--- src/rtl/brfm_pkg.sv ---
// ----------------------------------------------------------------------------
// brfm_pkg
// Types, codes and ring helpers shared by the byte ring FIFO.
// ----------------------------------------------------------------------------
package brfm_pkg;

  localparam int SLOTS  = 64;
  localparam int PTR_W  = $clog2(SLOTS);
  localparam int CNT_W  = 6;
  localparam int DATA_W = 8;
  localparam int OP_W   = 2;
  localparam int STAT_W = 2;

  // Opcodes
  localparam logic [OP_W-1:0] OP_WRITE = 2'd0;
  localparam logic [OP_W-1:0] OP_READ  = 2'd1;
  localparam logic [OP_W-1:0] OP_MSG   = 2'd2;
  localparam logic [OP_W-1:0] OP_CLEAR = 2'd3;

  // Result status codes
  localparam logic [STAT_W-1:0] ST_OK    = 2'd0;
  localparam logic [STAT_W-1:0] ST_EMPTY = 2'd1;
  localparam logic [STAT_W-1:0] ST_FULL  = 2'd2;

  localparam logic [DATA_W-1:0] NUL_BYTE = 8'h00;

  // Index of the last result a message read may give before the forced stop
  localparam logic [CNT_W-1:0] MSG_LAST_K = 6'd63;

  localparam logic [CNT_W-1:0] CAP_RESET = 6'd63;

  typedef logic [PTR_W-1:0]  ptr_t;
  typedef logic [CNT_W-1:0]  cnt_t;
  typedef logic [DATA_W-1:0] byte_t;

  typedef struct packed {
    logic clear;
    logic push;
    logic pop;
  } ring_cmd_t;

  // cur_* describe the ring now; count..full describe it after the command
  typedef struct packed {
    ptr_t rp;
    ptr_t wp;
    ptr_t rp_nxt;
    logic cur_empty;
    logic cur_full;
    cnt_t count;
    cnt_t space;
    logic empty;
    logic full;
  } ring_view_t;

  function automatic ptr_t next_pos(ptr_t p, cnt_t cap);
    ptr_t r;
    if (CNT_W'(p) >= cap) r = '0;
    else                  r = p + 1'b1;
    return r;
  endfunction

  function automatic cnt_t held(ptr_t rp, ptr_t wp, cnt_t cap);
    logic [CNT_W:0] t;
    if (wp < rp) t = {1'b0, cap} + 1'b1 - (CNT_W+1)'(rp) + (CNT_W+1)'(wp);
    else         t = (CNT_W+1)'(wp) - (CNT_W+1)'(rp);
    return t[CNT_W-1:0];
  endfunction

endpackage

--- src/rtl/brfm_ifs.sv ---
// ----------------------------------------------------------------------------
// brfm channel interfaces
// Request channel into the FIFO and result channel out of it.
// ----------------------------------------------------------------------------
interface brfm_in_if;
  logic                        valid;
  logic                        ready;
  logic [brfm_pkg::OP_W-1:0]   opcode;
  logic [brfm_pkg::DATA_W-1:0] data_in;

  modport source (output valid, output opcode, output data_in, input ready);
  modport sink   (input valid, input opcode, input data_in, output ready);
endinterface

interface brfm_out_if;
  logic                        valid;
  logic                        ready;
  logic [brfm_pkg::DATA_W-1:0] data_out;
  logic [brfm_pkg::STAT_W-1:0] status;
  logic [brfm_pkg::CNT_W-1:0]  count;
  logic [brfm_pkg::CNT_W-1:0]  space;
  logic                        is_empty;
  logic                        is_full;
  logic                        last;

  modport source (output valid, output data_out, output status, output count,
                  output space, output is_empty, output is_full, output last,
                  input ready);
  modport sink   (input valid, input data_out, input status, input count,
                  input space, input is_empty, input is_full, input last,
                  output ready);
endinterface

--- src/rtl/byte_ring_fifo_with_messages.sv ---
// ----------------------------------------------------------------------------
// byte_ring_fifo_with_messages
// Byte FIFO on a ring of capacity+1 slots with byte, message and clear requests.
// ----------------------------------------------------------------------------
//  channel | dir | handshake          | payload
//  --------+-----+--------------------+---------------------------------------
//  in_ch   | in  | valid/ready        | opcode, data_in
//  out_ch  | out | valid/ready        | data_out, status, count, space,
//          |     |                    | is_empty, is_full, last
//  cfg     | in  | cfg_we (no ready)  | cfg_data = capacity
//
//  Write, clear, empty read: IDLE (accept), EXEC (execute). Byte read: IDLE,
//  EXEC, RDATA. Message read: IDLE, EXEC, an RDATA step for each byte taken (NUL
//  included), EXEC again if the ring runs dry first. Store: one registered read port.
//  One request in flight; the next is accepted while the last result waits
//  in the output register. Execution stalls only while that register is full.
//  Reset (rst_n low, synchronous) empties the ring and sets capacity to 63.
// ----------------------------------------------------------------------------
module byte_ring_fifo_with_messages (
  input  logic                clk,
  input  logic                rst_n,
  brfm_in_if.sink             in_ch,
  brfm_out_if.source          out_ch,
  input  logic                cfg_we,
  input  logic [brfm_pkg::CNT_W-1:0] cfg_data
);

  localparam logic [1:0] S_IDLE  = 2'd0;
  localparam logic [1:0] S_EXEC  = 2'd1;
  localparam logic [1:0] S_RDATA = 2'd2;

  logic [1:0]                  state_r, state_nxt;
  logic [brfm_pkg::OP_W-1:0]   op_r, op_nxt;
  brfm_pkg::byte_t             din_r, din_nxt;
  brfm_pkg::cnt_t              k_r, k_nxt;

  logic                        out_valid_r, out_valid_nxt;
  brfm_pkg::byte_t             out_data_r;
  logic [brfm_pkg::STAT_W-1:0] out_status_r;
  brfm_pkg::cnt_t              out_count_r;
  brfm_pkg::cnt_t              out_space_r;
  logic                        out_empty_r;
  logic                        out_full_r;
  logic                        out_last_r;

  logic                        out_free;
  logic                        emit;
  brfm_pkg::byte_t             e_data;
  logic [brfm_pkg::STAT_W-1:0] e_status;
  logic                        e_last;

  brfm_pkg::ring_cmd_t         cmd;
  brfm_pkg::ring_view_t        view;
  logic                        mem_re;
  brfm_pkg::ptr_t              mem_raddr;
  brfm_pkg::byte_t             rd_data;

  brfm_ring u_ring (
    .clk      (clk),
    .rst_n    (rst_n),
    .cfg_we   (cfg_we),
    .cfg_data (cfg_data),
    .cmd      (cmd),
    .view     (view)
  );

  brfm_store u_store (
    .clk   (clk),
    .we    (cmd.push),
    .waddr (view.wp),
    .wdata (din_r),
    .re    (mem_re),
    .raddr (mem_raddr),
    .rdata (rd_data)
  );

  assign out_free    = !out_valid_r || out_ch.ready;
  assign in_ch.ready = (state_r == S_IDLE);

  always_comb begin
    state_nxt = state_r;
    op_nxt    = op_r;
    din_nxt   = din_r;
    k_nxt     = k_r;
    cmd       = '0;
    mem_re    = 1'b0;
    mem_raddr = view.rp;
    emit      = 1'b0;
    e_data    = brfm_pkg::NUL_BYTE;
    e_status  = brfm_pkg::ST_OK;
    e_last    = 1'b1;
    unique case (state_r)
      S_IDLE: begin
        if (in_ch.valid) begin
          op_nxt    = in_ch.opcode;
          din_nxt   = in_ch.data_in;
          k_nxt     = '0;
          state_nxt = S_EXEC;
        end
      end
      S_EXEC: begin
        if (out_free) begin
          unique case (op_r)
            brfm_pkg::OP_WRITE: begin
              emit      = 1'b1;
              state_nxt = S_IDLE;
              if (view.cur_full) e_status = brfm_pkg::ST_FULL;
              else               cmd.push = 1'b1;
            end
            brfm_pkg::OP_READ, brfm_pkg::OP_MSG: begin
              if (view.cur_empty) begin
                emit      = 1'b1;
                e_status  = brfm_pkg::ST_EMPTY;
                state_nxt = S_IDLE;
              end else begin
                mem_re    = 1'b1;
                state_nxt = S_RDATA;
              end
            end
            brfm_pkg::OP_CLEAR: begin
              cmd.clear = 1'b1;
              emit      = 1'b1;
              state_nxt = S_IDLE;
            end
          endcase
        end
      end
      S_RDATA: begin
        if (out_free) begin
          // the byte at the read position is consumed in every branch
          cmd.pop = 1'b1;
          emit    = 1'b1;
          priority if (op_r == brfm_pkg::OP_READ) begin
            e_data    = rd_data;
            state_nxt = S_IDLE;
          end else if (k_r == brfm_pkg::MSG_LAST_K) begin
            // forced stop: terminator expected here
            e_status  = (rd_data == brfm_pkg::NUL_BYTE) ? brfm_pkg::ST_OK
                                                         : brfm_pkg::ST_EMPTY;
            state_nxt = S_IDLE;
          end else if (rd_data == brfm_pkg::NUL_BYTE) begin
            state_nxt = S_IDLE;
          end else begin
            e_data = rd_data;
            e_last = 1'b0;
            k_nxt  = k_r + 1'b1;
            if (view.empty) begin
              // ring ran dry mid-message: EXEC reports the error
              state_nxt = S_EXEC;
            end else begin
              mem_re    = 1'b1;
              mem_raddr = view.rp_nxt;
            end
          end
        end
      end
      default: begin
        state_nxt = S_IDLE;
      end
    endcase
  end

  always_comb begin
    if (emit)              out_valid_nxt = 1'b1;
    else if (out_ch.ready) out_valid_nxt = 1'b0;
    else                   out_valid_nxt = out_valid_r;
  end

  always_ff @(posedge clk) begin
    if (!rst_n) begin
      state_r     <= S_IDLE;
      out_valid_r <= 1'b0;
    end else begin
      state_r     <= state_nxt;
      out_valid_r <= out_valid_nxt;
    end
  end

  always_ff @(posedge clk) begin
    op_r  <= op_nxt;
    din_r <= din_nxt;
    k_r   <= k_nxt;
    if (emit) begin
      out_data_r   <= e_data;
      out_status_r <= e_status;
      out_count_r  <= view.count;
      out_space_r  <= view.space;
      out_empty_r  <= view.empty;
      out_full_r   <= view.full;
      out_last_r   <= e_last;
    end
  end

  assign out_ch.valid    = out_valid_r;
  assign out_ch.data_out = out_data_r;
  assign out_ch.status   = out_status_r;
  assign out_ch.count    = out_count_r;
  assign out_ch.space    = out_space_r;
  assign out_ch.is_empty = out_empty_r;
  assign out_ch.is_full  = out_full_r;
  assign out_ch.last     = out_last_r;

endmodule

--- src/rtl/brfm_store.sv ---
// ----------------------------------------------------------------------------
// brfm_store
// Byte storage: one write port, one read port with registered read data.
// ----------------------------------------------------------------------------
module brfm_store (
  input  logic            clk,
  input  logic            we,
  input  brfm_pkg::ptr_t  waddr,
  input  brfm_pkg::byte_t wdata,
  input  logic            re,
  input  brfm_pkg::ptr_t  raddr,
  output brfm_pkg::byte_t rdata
);

  brfm_pkg::byte_t mem_r [brfm_pkg::SLOTS];
  brfm_pkg::byte_t rdata_r;

  always_ff @(posedge clk) begin
    if (we) begin
      mem_r[waddr] <= wdata;
    end
  end

  // read data holds until the next read enable
  always_ff @(posedge clk) begin
    if (re) begin
      rdata_r <= mem_r[raddr];
    end
  end

  assign rdata = rdata_r;

endmodule

--- src/rtl/brfm_ring.sv ---
// ----------------------------------------------------------------------------
// brfm_ring
// Capacity register, read/write positions and the derived fill status.
// ----------------------------------------------------------------------------
module brfm_ring (
  input  logic                 clk,
  input  logic                 rst_n,
  input  logic                 cfg_we,
  input  brfm_pkg::cnt_t       cfg_data,
  input  brfm_pkg::ring_cmd_t  cmd,
  output brfm_pkg::ring_view_t view
);

  brfm_pkg::cnt_t cap_r, cap_nxt;
  brfm_pkg::ptr_t rp_r, rp_nxt;
  brfm_pkg::ptr_t wp_r, wp_nxt;
  brfm_pkg::cnt_t cnt_post;

  always_comb begin
    cap_nxt = cfg_we ? cfg_data : cap_r;
    rp_nxt  = rp_r;
    wp_nxt  = wp_r;
    // a capacity change restarts the ring
    if (cfg_we || cmd.clear) begin
      rp_nxt = '0;
      wp_nxt = '0;
    end else begin
      if (cmd.push) wp_nxt = brfm_pkg::next_pos(wp_r, cap_r);
      if (cmd.pop)  rp_nxt = brfm_pkg::next_pos(rp_r, cap_r);
    end
  end

  always_ff @(posedge clk) begin
    if (!rst_n) begin
      cap_r <= brfm_pkg::CAP_RESET;
      rp_r  <= '0;
      wp_r  <= '0;
    end else begin
      cap_r <= cap_nxt;
      rp_r  <= rp_nxt;
      wp_r  <= wp_nxt;
    end
  end

  assign cnt_post = brfm_pkg::held(rp_nxt, wp_nxt, cap_r);

  always_comb begin
    view.rp        = rp_r;
    view.wp        = wp_r;
    view.rp_nxt    = rp_nxt;
    view.cur_empty = (rp_r == wp_r);
    view.cur_full  = (brfm_pkg::next_pos(wp_r, cap_r) == rp_r);
    view.count     = cnt_post;
    view.space     = (cap_r >= cnt_post) ? (cap_r - cnt_post) : '0;
    view.empty     = (rp_nxt == wp_nxt);
    view.full      = (brfm_pkg::next_pos(wp_nxt, cap_r) == rp_nxt);
  end

endmodule

--- src/flat_wrapper.sv ---
// flat-port wrapper written by rule: the top's interface ports become plain ports
module byte_ring_fifo_with_messages_flat 
  (clk, rst_n, cfg_we, cfg_data, in_ch_valid, in_ch_opcode, in_ch_data_in, in_ch_ready, out_ch_valid, out_ch_data_out, out_ch_status, out_ch_count, out_ch_space, out_ch_is_empty, out_ch_is_full, out_ch_last, out_ch_ready);
  brfm_in_if in_ch_i ();
  brfm_out_if out_ch_i ();
  input  logic clk;
  input  logic rst_n;
  input  logic cfg_we;
  input  logic [brfm_pkg::CNT_W-1:0] cfg_data;
  input wire logic [$bits(in_ch_i.valid)-1:0] in_ch_valid;
  input wire logic [$bits(in_ch_i.opcode)-1:0] in_ch_opcode;
  input wire logic [$bits(in_ch_i.data_in)-1:0] in_ch_data_in;
  output wire logic [$bits(in_ch_i.ready)-1:0] in_ch_ready;
  output wire logic [$bits(out_ch_i.valid)-1:0] out_ch_valid;
  output wire logic [$bits(out_ch_i.data_out)-1:0] out_ch_data_out;
  output wire logic [$bits(out_ch_i.status)-1:0] out_ch_status;
  output wire logic [$bits(out_ch_i.count)-1:0] out_ch_count;
  output wire logic [$bits(out_ch_i.space)-1:0] out_ch_space;
  output wire logic [$bits(out_ch_i.is_empty)-1:0] out_ch_is_empty;
  output wire logic [$bits(out_ch_i.is_full)-1:0] out_ch_is_full;
  output wire logic [$bits(out_ch_i.last)-1:0] out_ch_last;
  input wire logic [$bits(out_ch_i.ready)-1:0] out_ch_ready;
  assign in_ch_i.valid = in_ch_valid;
  assign in_ch_i.opcode = in_ch_opcode;
  assign in_ch_i.data_in = in_ch_data_in;
  assign in_ch_ready = in_ch_i.ready;
  assign out_ch_valid = out_ch_i.valid;
  assign out_ch_data_out = out_ch_i.data_out;
  assign out_ch_status = out_ch_i.status;
  assign out_ch_count = out_ch_i.count;
  assign out_ch_space = out_ch_i.space;
  assign out_ch_is_empty = out_ch_i.is_empty;
  assign out_ch_is_full = out_ch_i.is_full;
  assign out_ch_last = out_ch_i.last;
  assign out_ch_i.ready = out_ch_ready;
  byte_ring_fifo_with_messages u_core (.clk(clk), .rst_n(rst_n), .in_ch(in_ch_i), .out_ch(out_ch_i), .cfg_we(cfg_we), .cfg_data(cfg_data));
endmodule
--- config.mk ---
export PLATFORM = sky130hd
export DESIGN_NAME = byte_ring_fifo_with_messages_flat
export DESIGN_NICKNAME = d
export VERILOG_FILES = /design/src/rtl/brfm_pkg.sv /design/src/rtl/brfm_ifs.sv /design/src/rtl/byte_ring_fifo_with_messages.sv /design/src/rtl/brfm_store.sv /design/src/rtl/brfm_ring.sv /design/src/flat_wrapper.sv
export SDC_FILE = /design/constraint.sdc
export NUM_CORES = 1
export LEC_CHECK = 0
export BUFFER_PORTS_ARGS = -buffer_cell sky130_fd_sc_hd__clkbuf_2
export CAP_MARGIN = 40
export CORE_MARGIN = 4
export CORE_UTILIZATION = 36
export CTS_CLUSTER_DIAMETER = 50
export DETAILED_ROUTE_END_ITERATION = 6
export GPL_ROUTABILITY_DRIVEN = 1
export SLEW_MARGIN = 10
export SYNTH_ARGS = -nofsm -noshare
export SYNTH_HDL_FRONTEND = slang
export SYNTH_SLANG_ARGS = --single-unit
--- constraint.sdc ---
create_clock -name clk -period 10.7 [get_ports clk]
set_clock_uncertainty 0.05 [all_clocks]
set_input_delay 2.675 -clock clk [delete_from_list [all_inputs] [get_ports clk]]
set_output_delay 2.675 -clock clk [all_outputs]
set_load 0.01 [all_outputs]
# Word level (Yosys, flattened, before mapping)
# Memory sizes are Yosys's and may differ from the RTL's. A register that Yosys moved wholly into a read port is not among the register bits.
# Cells that the tools add are included.
[word_totals]
memories = 1
romBits = 0
out_inout_bits = 27
latchBits = 0
reg_bits = 62
ram_bits = 512
[op_classes]
n_eq_ne = 17
n_addsub = 9
div = 0
shifts = 0
reduce_logical = 15
bitwise_logic = 2
muxes = 67
magnitude_cmp = 5
n_mul = 0
[memory_table]
columns = ["name", "depth", "width", "rd", "rd_clocked_by_memory_dff", "wr", "line_no", "text"]
rows = [
  ["u_core.u_store.mem_r", 64, 8, 1, 1, 1, "brfm_store.sv:15", "brfm_pkg::byte_t mem_r [brfm_pkg::SLOTS];"],
]
[ops]
columns = ["cell", "n"]
rows = [
  ["$mux 6", 19],
  ["$add 6x1->6 const B", 5],
  ["$mux 2", 15],
  ["$eq 6x6->1", 4],
  ["$ge 6x6->1", 4],
  ["$mux 8", 3],
  ["$mux 1", 22],
  ["$sub 6x6->6", 3],
  ["$pmux 2 s2", 3],
  ["$pmux 6 s2", 1],
  ["$logic_not 8->1", 1],
  ["$ne 2x2->1 const B", 4],
  ["$add 6x6->6", 1],
  ["$eq 2x2->1 const B", 3],
  ["$eq 6x6->1 const B", 1],
  ["$lt 6x6->1", 1],
  ["$pmux 1 s2", 3],
  ["$pmux 2 s3", 1],
  ["$reduce_and 6->1", 1],
  ["$ne 5x1->1 const B", 1],
  ["$eq 2x1->1 const B", 2],
  ["$logic_not 2->1", 2],
  ["$ne 2x1->1 const B", 2],
  ["$reduce_and 2->1", 2],
  ["other kinds (7)", 11],
]

# Depth between registers and ports, before layout
[logic_depth]
ltp_word = 16
mapped_depth = 26
ltp_nobuf = 25

# Hierarchy
# Synthesis repeated with hierarchy kept, for this count alone.
[unflattened]
cells_unflattened = 1439
area_unflattened_um2 = 24962.7
[by_module_without_submodules]
columns = ["mod", "seq_area_each_um2", "area_each_um2", "cells_each", "n_inst"]
rows = [
  ["brfm_store", 15615.0, 20309.5, 966, 1],
  ["brfm_ring", 360.3, 2678.8, 328, 1],
  ["byte_ring_fifo_with_messages", 1291.2, 1974.4, 145, 1],
]

# Worst setup path before layout
# No wires, ideal clock.
[synth_timing]
path_kind = "input to register"
start = "input out_ch_ready"
end = "register u_core.out_space_r[2], in the netlist u_core.out_ch.space[2] (data pin)"
t_arrival_ns = 7.186
path_slack_ns = 3.194
path_buffers = 3
required_time_ns = 10.380
cell_stages = 22
cell_sequence = "nand2b_1 > clkbuf_1 > a31o_2 > a21oi_1 > clkbuf_1 > clkbuf_1 > nand2_1 > ha_1 > a21oi_1 > nor2_1 > nor2_1 > o21bai_1 > a21oi_1 > mux2i_1 > inv_1 > ha_1 > nor2b_1 > o21ai_0 > nand2b_1 > a221o_1 > a21oi_1 > nor3_1"
[synth_lines]
columns = ["item", "line_no", "text"]
rows = [
  ["from (decl)", "flat_wrapper.sv:22", "input wire logic [$bits(out_ch_i.ready)-1:0] out_ch_ready;"],
  ["to (signal assigned)", "byte_ring_fifo_with_messages.sv:187", "out_space_r <= view.space;"],
  ["to (decl)", "byte_ring_fifo_with_messages.sv:41", "brfm_pkg::cnt_t out_space_r;"],
]

==> impl_results.rst <==
.. list-table::
   :header-rows: 1

   * - Metric
     - Value
   * - Worst hold path cell count
     - 2
   * - Gates resized, CTS repair
     - 0
   * - Remaining max-slew budget at the tightest pin
     - a little over a third
   * - Final-report setup violation count
     - 0
   * - Detailed-route via count
     - 15768
   * - Setup Fix Bufs, Post-CTS
     - 0
   * - Met3 WL
     - 5150 µm
   * - Placement Cell Area
     - 26900 µm²
   * - Top layer used by detailed routing
     - met4
   * - Initial antenna violation count
     - 0
   * - Number of sinks handled by clock tree synthesis
     - 582
   * - Clock tree buffer depth
     - 3
   * - PnR Total Power
     - 4900 µW
   * - Cell type contributing the most total cell area after synthesis
     - sky130_fd_sc_hd__edfxtp_1
   * - Asr flop ratio synth
     - 0%
   * - Depth of the worst register-to-register path
     - 19
   * - Hpwl dp
     - 42500 µm
   * - Peak fanout along the critical path
     - between 50 and 60
   * - Final wirelength
     - around 67000 µm
   * - GRT Resource Usage Total
     - approximately 18%
   * - TritonCTS clock tree
     - yes
   * - Final hold viol count
     - 0
   * - Via density
     - 5.48
   * - Worst VDD drop
     - ~0.11 mV
   * - Clock H-tree levels
     - 3
   * - Most instantiated flip-flop cell in the synthesis netlist
     - sky130_fd_sc_hd__edfxtp_1
   * - Number of distinct library cells after synthesis
     - 79
   * - Top-Level Pins
     - 48
   * - Sequential cell area fraction in the yosys report
     - between 60% and 70%
   * - Pin count of the biggest net entering global routing
     - between 60 and 70
   * - #FFs+latches synth
     - 582
   * - Worst path slowest cell
     - sky130_fd_sc_hd__nor4_1
   * - Worst hold endpoint
     - u_core.state_r[0]
   * - Crit path capture type
     - flop
   * - Average wire per cell in the routed design
     - 23.1 µm
   * - Std-Cell Rows
     - 97
   * - Final Max Slew Viols
     - 0
   * - Reg-to-reg slack, setup
     - between 2 and 3 ns
   * - Final clock period utilization by the worst path
     - around 80%
   * - Chip Height
     - 275 µm
   * - Static leakage power
     - 0.00996 µW
   * - Aggregate global routing overflow
     - 0
   * - Sum of met2 wire segment lengths after detailed routing
     - 30600 µm
   * - Hold-fix buffers, CTS
     - 0
   * - Area of the mapped netlist
     - 25600 µm²
   * - Result of the run
     - finished, final reports clean
   * - Iteration count of the initial detailed-routing pass
     - 6
   * - M1 wire length
     - 28800 µm
   * - Fin area
     - 29100 µm²
   * - Gp weighted congestion
     - 0.899
   * - Area contributors post-synth
     - sky130_fd_sc_hd__edfxtp_1 (66%), sky130_fd_sc_hd__mux2i_1 (5.6%), sky130_fd_sc_hd__nand2_1 (3.5%)
   * - Startpoint of the lowest-slack register-to-register path
     - u_core.u_ring.wp_r[3]
   * - Number of antenna-violating nets in the routed design
     - 0
   * - Maximum capacitance violations
     - 0
   * - Yosys top cell area share
     - 65.8%
   * - CTS root buffer
     - sky130_fd_sc_hd__clkbuf_16
   * - Type of the worst setup path
     - in -> reg
   * - Worst hold path startpoint
     - u_core.state_r[0]
   * - Worst r2r dst
     - u_core.u_store.rdata[4]
   * - Slew @ Worst Pin
     - 0.957 ns
   * - Overall die area
     - 75500 µm²
   * - Top cell by count, worst path
     - sky130_fd_sc_hd__nor2_1
   * - Core Footprint
     - 70300 µm²
   * - Remaining design rule violation count
     - 0
   * - Number of enable flip-flop cells after synthesis
     - 561
   * - CTS buffer count
     - between 60 and 70
   * - Share of post-route cells with drive strength above 1
     - 12.3%
   * - Net count of the mapped netlist
     - between 1500 and 2000
   * - Vias in the first global route
     - 15537
   * - Diode insertion count for antenna repair
     - 0
   * - Cell count after synthesis
     - 1831
   * - Highest clock frequency the design can meet
     - 119 MHz
   * - Longest individual stage delay on the worst path
     - 0.75 ns
   * - I/O Buffers
     - 47
   * - Die X
     - 275 µm
   * - Worst Path Arrival
     - just under 9 ns
   * - Buffering stage count on the worst path with inverters included
     - 3
   * - Final Critical Period
     - 8.42 ns
   * - CP top delay family
     - simple AND/OR/NAND/NOR gates
   * - Nets@finish
     - approximately 2000
   * - First-pass GRT wire length
     - 99900 µm
   * - RSZ-0062 raised after global routing
     - false
   * - Clock slew at reported path FFs
     - 0.06 ns
   * - Starting Density
     - 36.5%
   * - Initial drt markers
     - roughly 1700
   * - Critical path cell sequence
     - clkbuf_2 > nand2b_1 > and2_1 > o21ai_1 > nor2_1 > mux2i_2 > ha_1 > nand4_1 > nor2_1 > nor4_1 > nor2_1 > a21oi_4 > buf_12 > buf_4 > mux2i_1 > mux2_2 > a22oi_1 > o2111ai_1
   * - Layout-stage area growth over the synthesis result
     - 13.4%
   * - Total negative setup slack
     - 0 ns
   * - Power density over the cells
     - 169 nW/µm²
   * - Req. time, crit path
     - between 10 and 15 ns
   * - Clock latency on the worst-skew pair
     - 0.59 ns
   * - Average footprint of a synthesized cell
     - 14.0 µm²
   * - Type of the tightest min-delay check
     - reg -> reg
   * - Startpoint type of the worst setup path
     - input port
   * - Synth Warn #
     - 0
## how the worst max path moves through the flow
stage	start	end	slack, ns	cells after the start
floorplan	out_ch_ready	u_core.out_ch.space[2]	3.19	22
global route	out_ch_ready	u_core.u_store.rdata[4]	1.85	18
detailed placement	out_ch_ready	u_core.u_store.rdata[6]	1.72	19
finish	out_ch_ready	u_core.u_store.rdata[4]	2.28	18
global placement	out_ch_ready	u_core.u_store.rdata[4]	1.72	20
CTS	out_ch_ready	u_core.u_store.rdata[6]	2.33	19
## cells in the final DEF, fill, tap and decap left out, drive strengths merged, types with 21 or more instances in the layout
| cell type | synthesis | final |
|---|---|---|
| buf | 67 | 35 |
| o21ai | 31 | 31 |
| xnor2 | 26 | 26 |
| a21oi | 38 | 38 |
| nor2 | 118 | 118 |
| edfxtp | 561 | 561 |
| o211ai | 22 | 22 |
| inv | 40 | 50 |
| ha | 47 | 47 |
| mux2i | 144 | 144 |
| clkbuf | 31 | 135 |
| a211oi | 29 | 29 |
| nand3 | 120 | 120 |
| and2 | 25 | 25 |
| dfxtp | 21 | 21 |
| nand2 | 242 | 242 |
## through the flow
step	hold slack [ns]	instances	setup WS [ns]	util, %
floorplan	0.415	1831	3.19	-
CTS	0.460	2877	2.33	41.3
finish	0.465	2878	2.28	41.4
detailed placement	0.452	2754	1.72	38.2
global route	0.481	2878	1.85	41.4
global placement	0.424	2744	1.72	38.0
## layout make-up
class | count | area, µm²
clock inverter | 35 | 310
inverter | 40 | 150
tap | 940 | 1180
sequential | 582 | 17300
clock buffer | 88 | 1870
fill | 6379 | 41200
timing repair buffer | 82 | 591
multi-input combinational | 1111 | 7700
## synth_stat cells, drive strengths merged, types with 16 or more instances
cell type  instances
ha                47
clkbuf            31
inv               40
xnor2             26
mux2              17
buf               67
nor2             118
nand2            242
edfxtp           561
a21oi             38
a211oi            29
mux2i            144
and2              25
mux4              16
o211ai            22
o21ai             31
dfxtp             21
nand3            120
a21o              16
## flip-flops by register name, summed over array words and instances (netlist names), 8 cells and up
name                    count
u_core.din_r                8
u_core.out_ch.data_out      8
u_core.u_store.mem_r      512
u_core.u_store.rdata        8
## report_power, final
group          total [µW]  leakage, µW  switching [µW]  internal [µW]
clock                2250      0.00105             923           1320
combinational         130      0.00367            96.3           33.5
sequential           2530      0.00524            6.89           2520
total                4900      0.00996            1030           3880
## cells by family after synthesis
logic type	share of synthesized area [%]
muxes	7.79
AOI/OAI and AO/OA	7.49
buffers and inverters	2.73
xor gates and xnor gates	1.30
adders and majority gates	2.84
and+or+nand+nor	10.4
DFF	67.4
## worst min-delay path, cell delays in order (launching register included)
cell	delay, ns
sky130_fd_sc_hd__dfxtp_1	0.34
sky130_fd_sc_hd__nand2_1	0.07
sky130_fd_sc_hd__a21oi_1	0.06
## routing by layer
metal / global-route usage, % / vias to the layer above
li1: - / 7108
met1: 23.9 / 7908
met2: 28.0 / 624
met3: 3.86 / 128
met4: 5.90 / 0
met5: 0 / -
(Power assumes the default switching activity.)
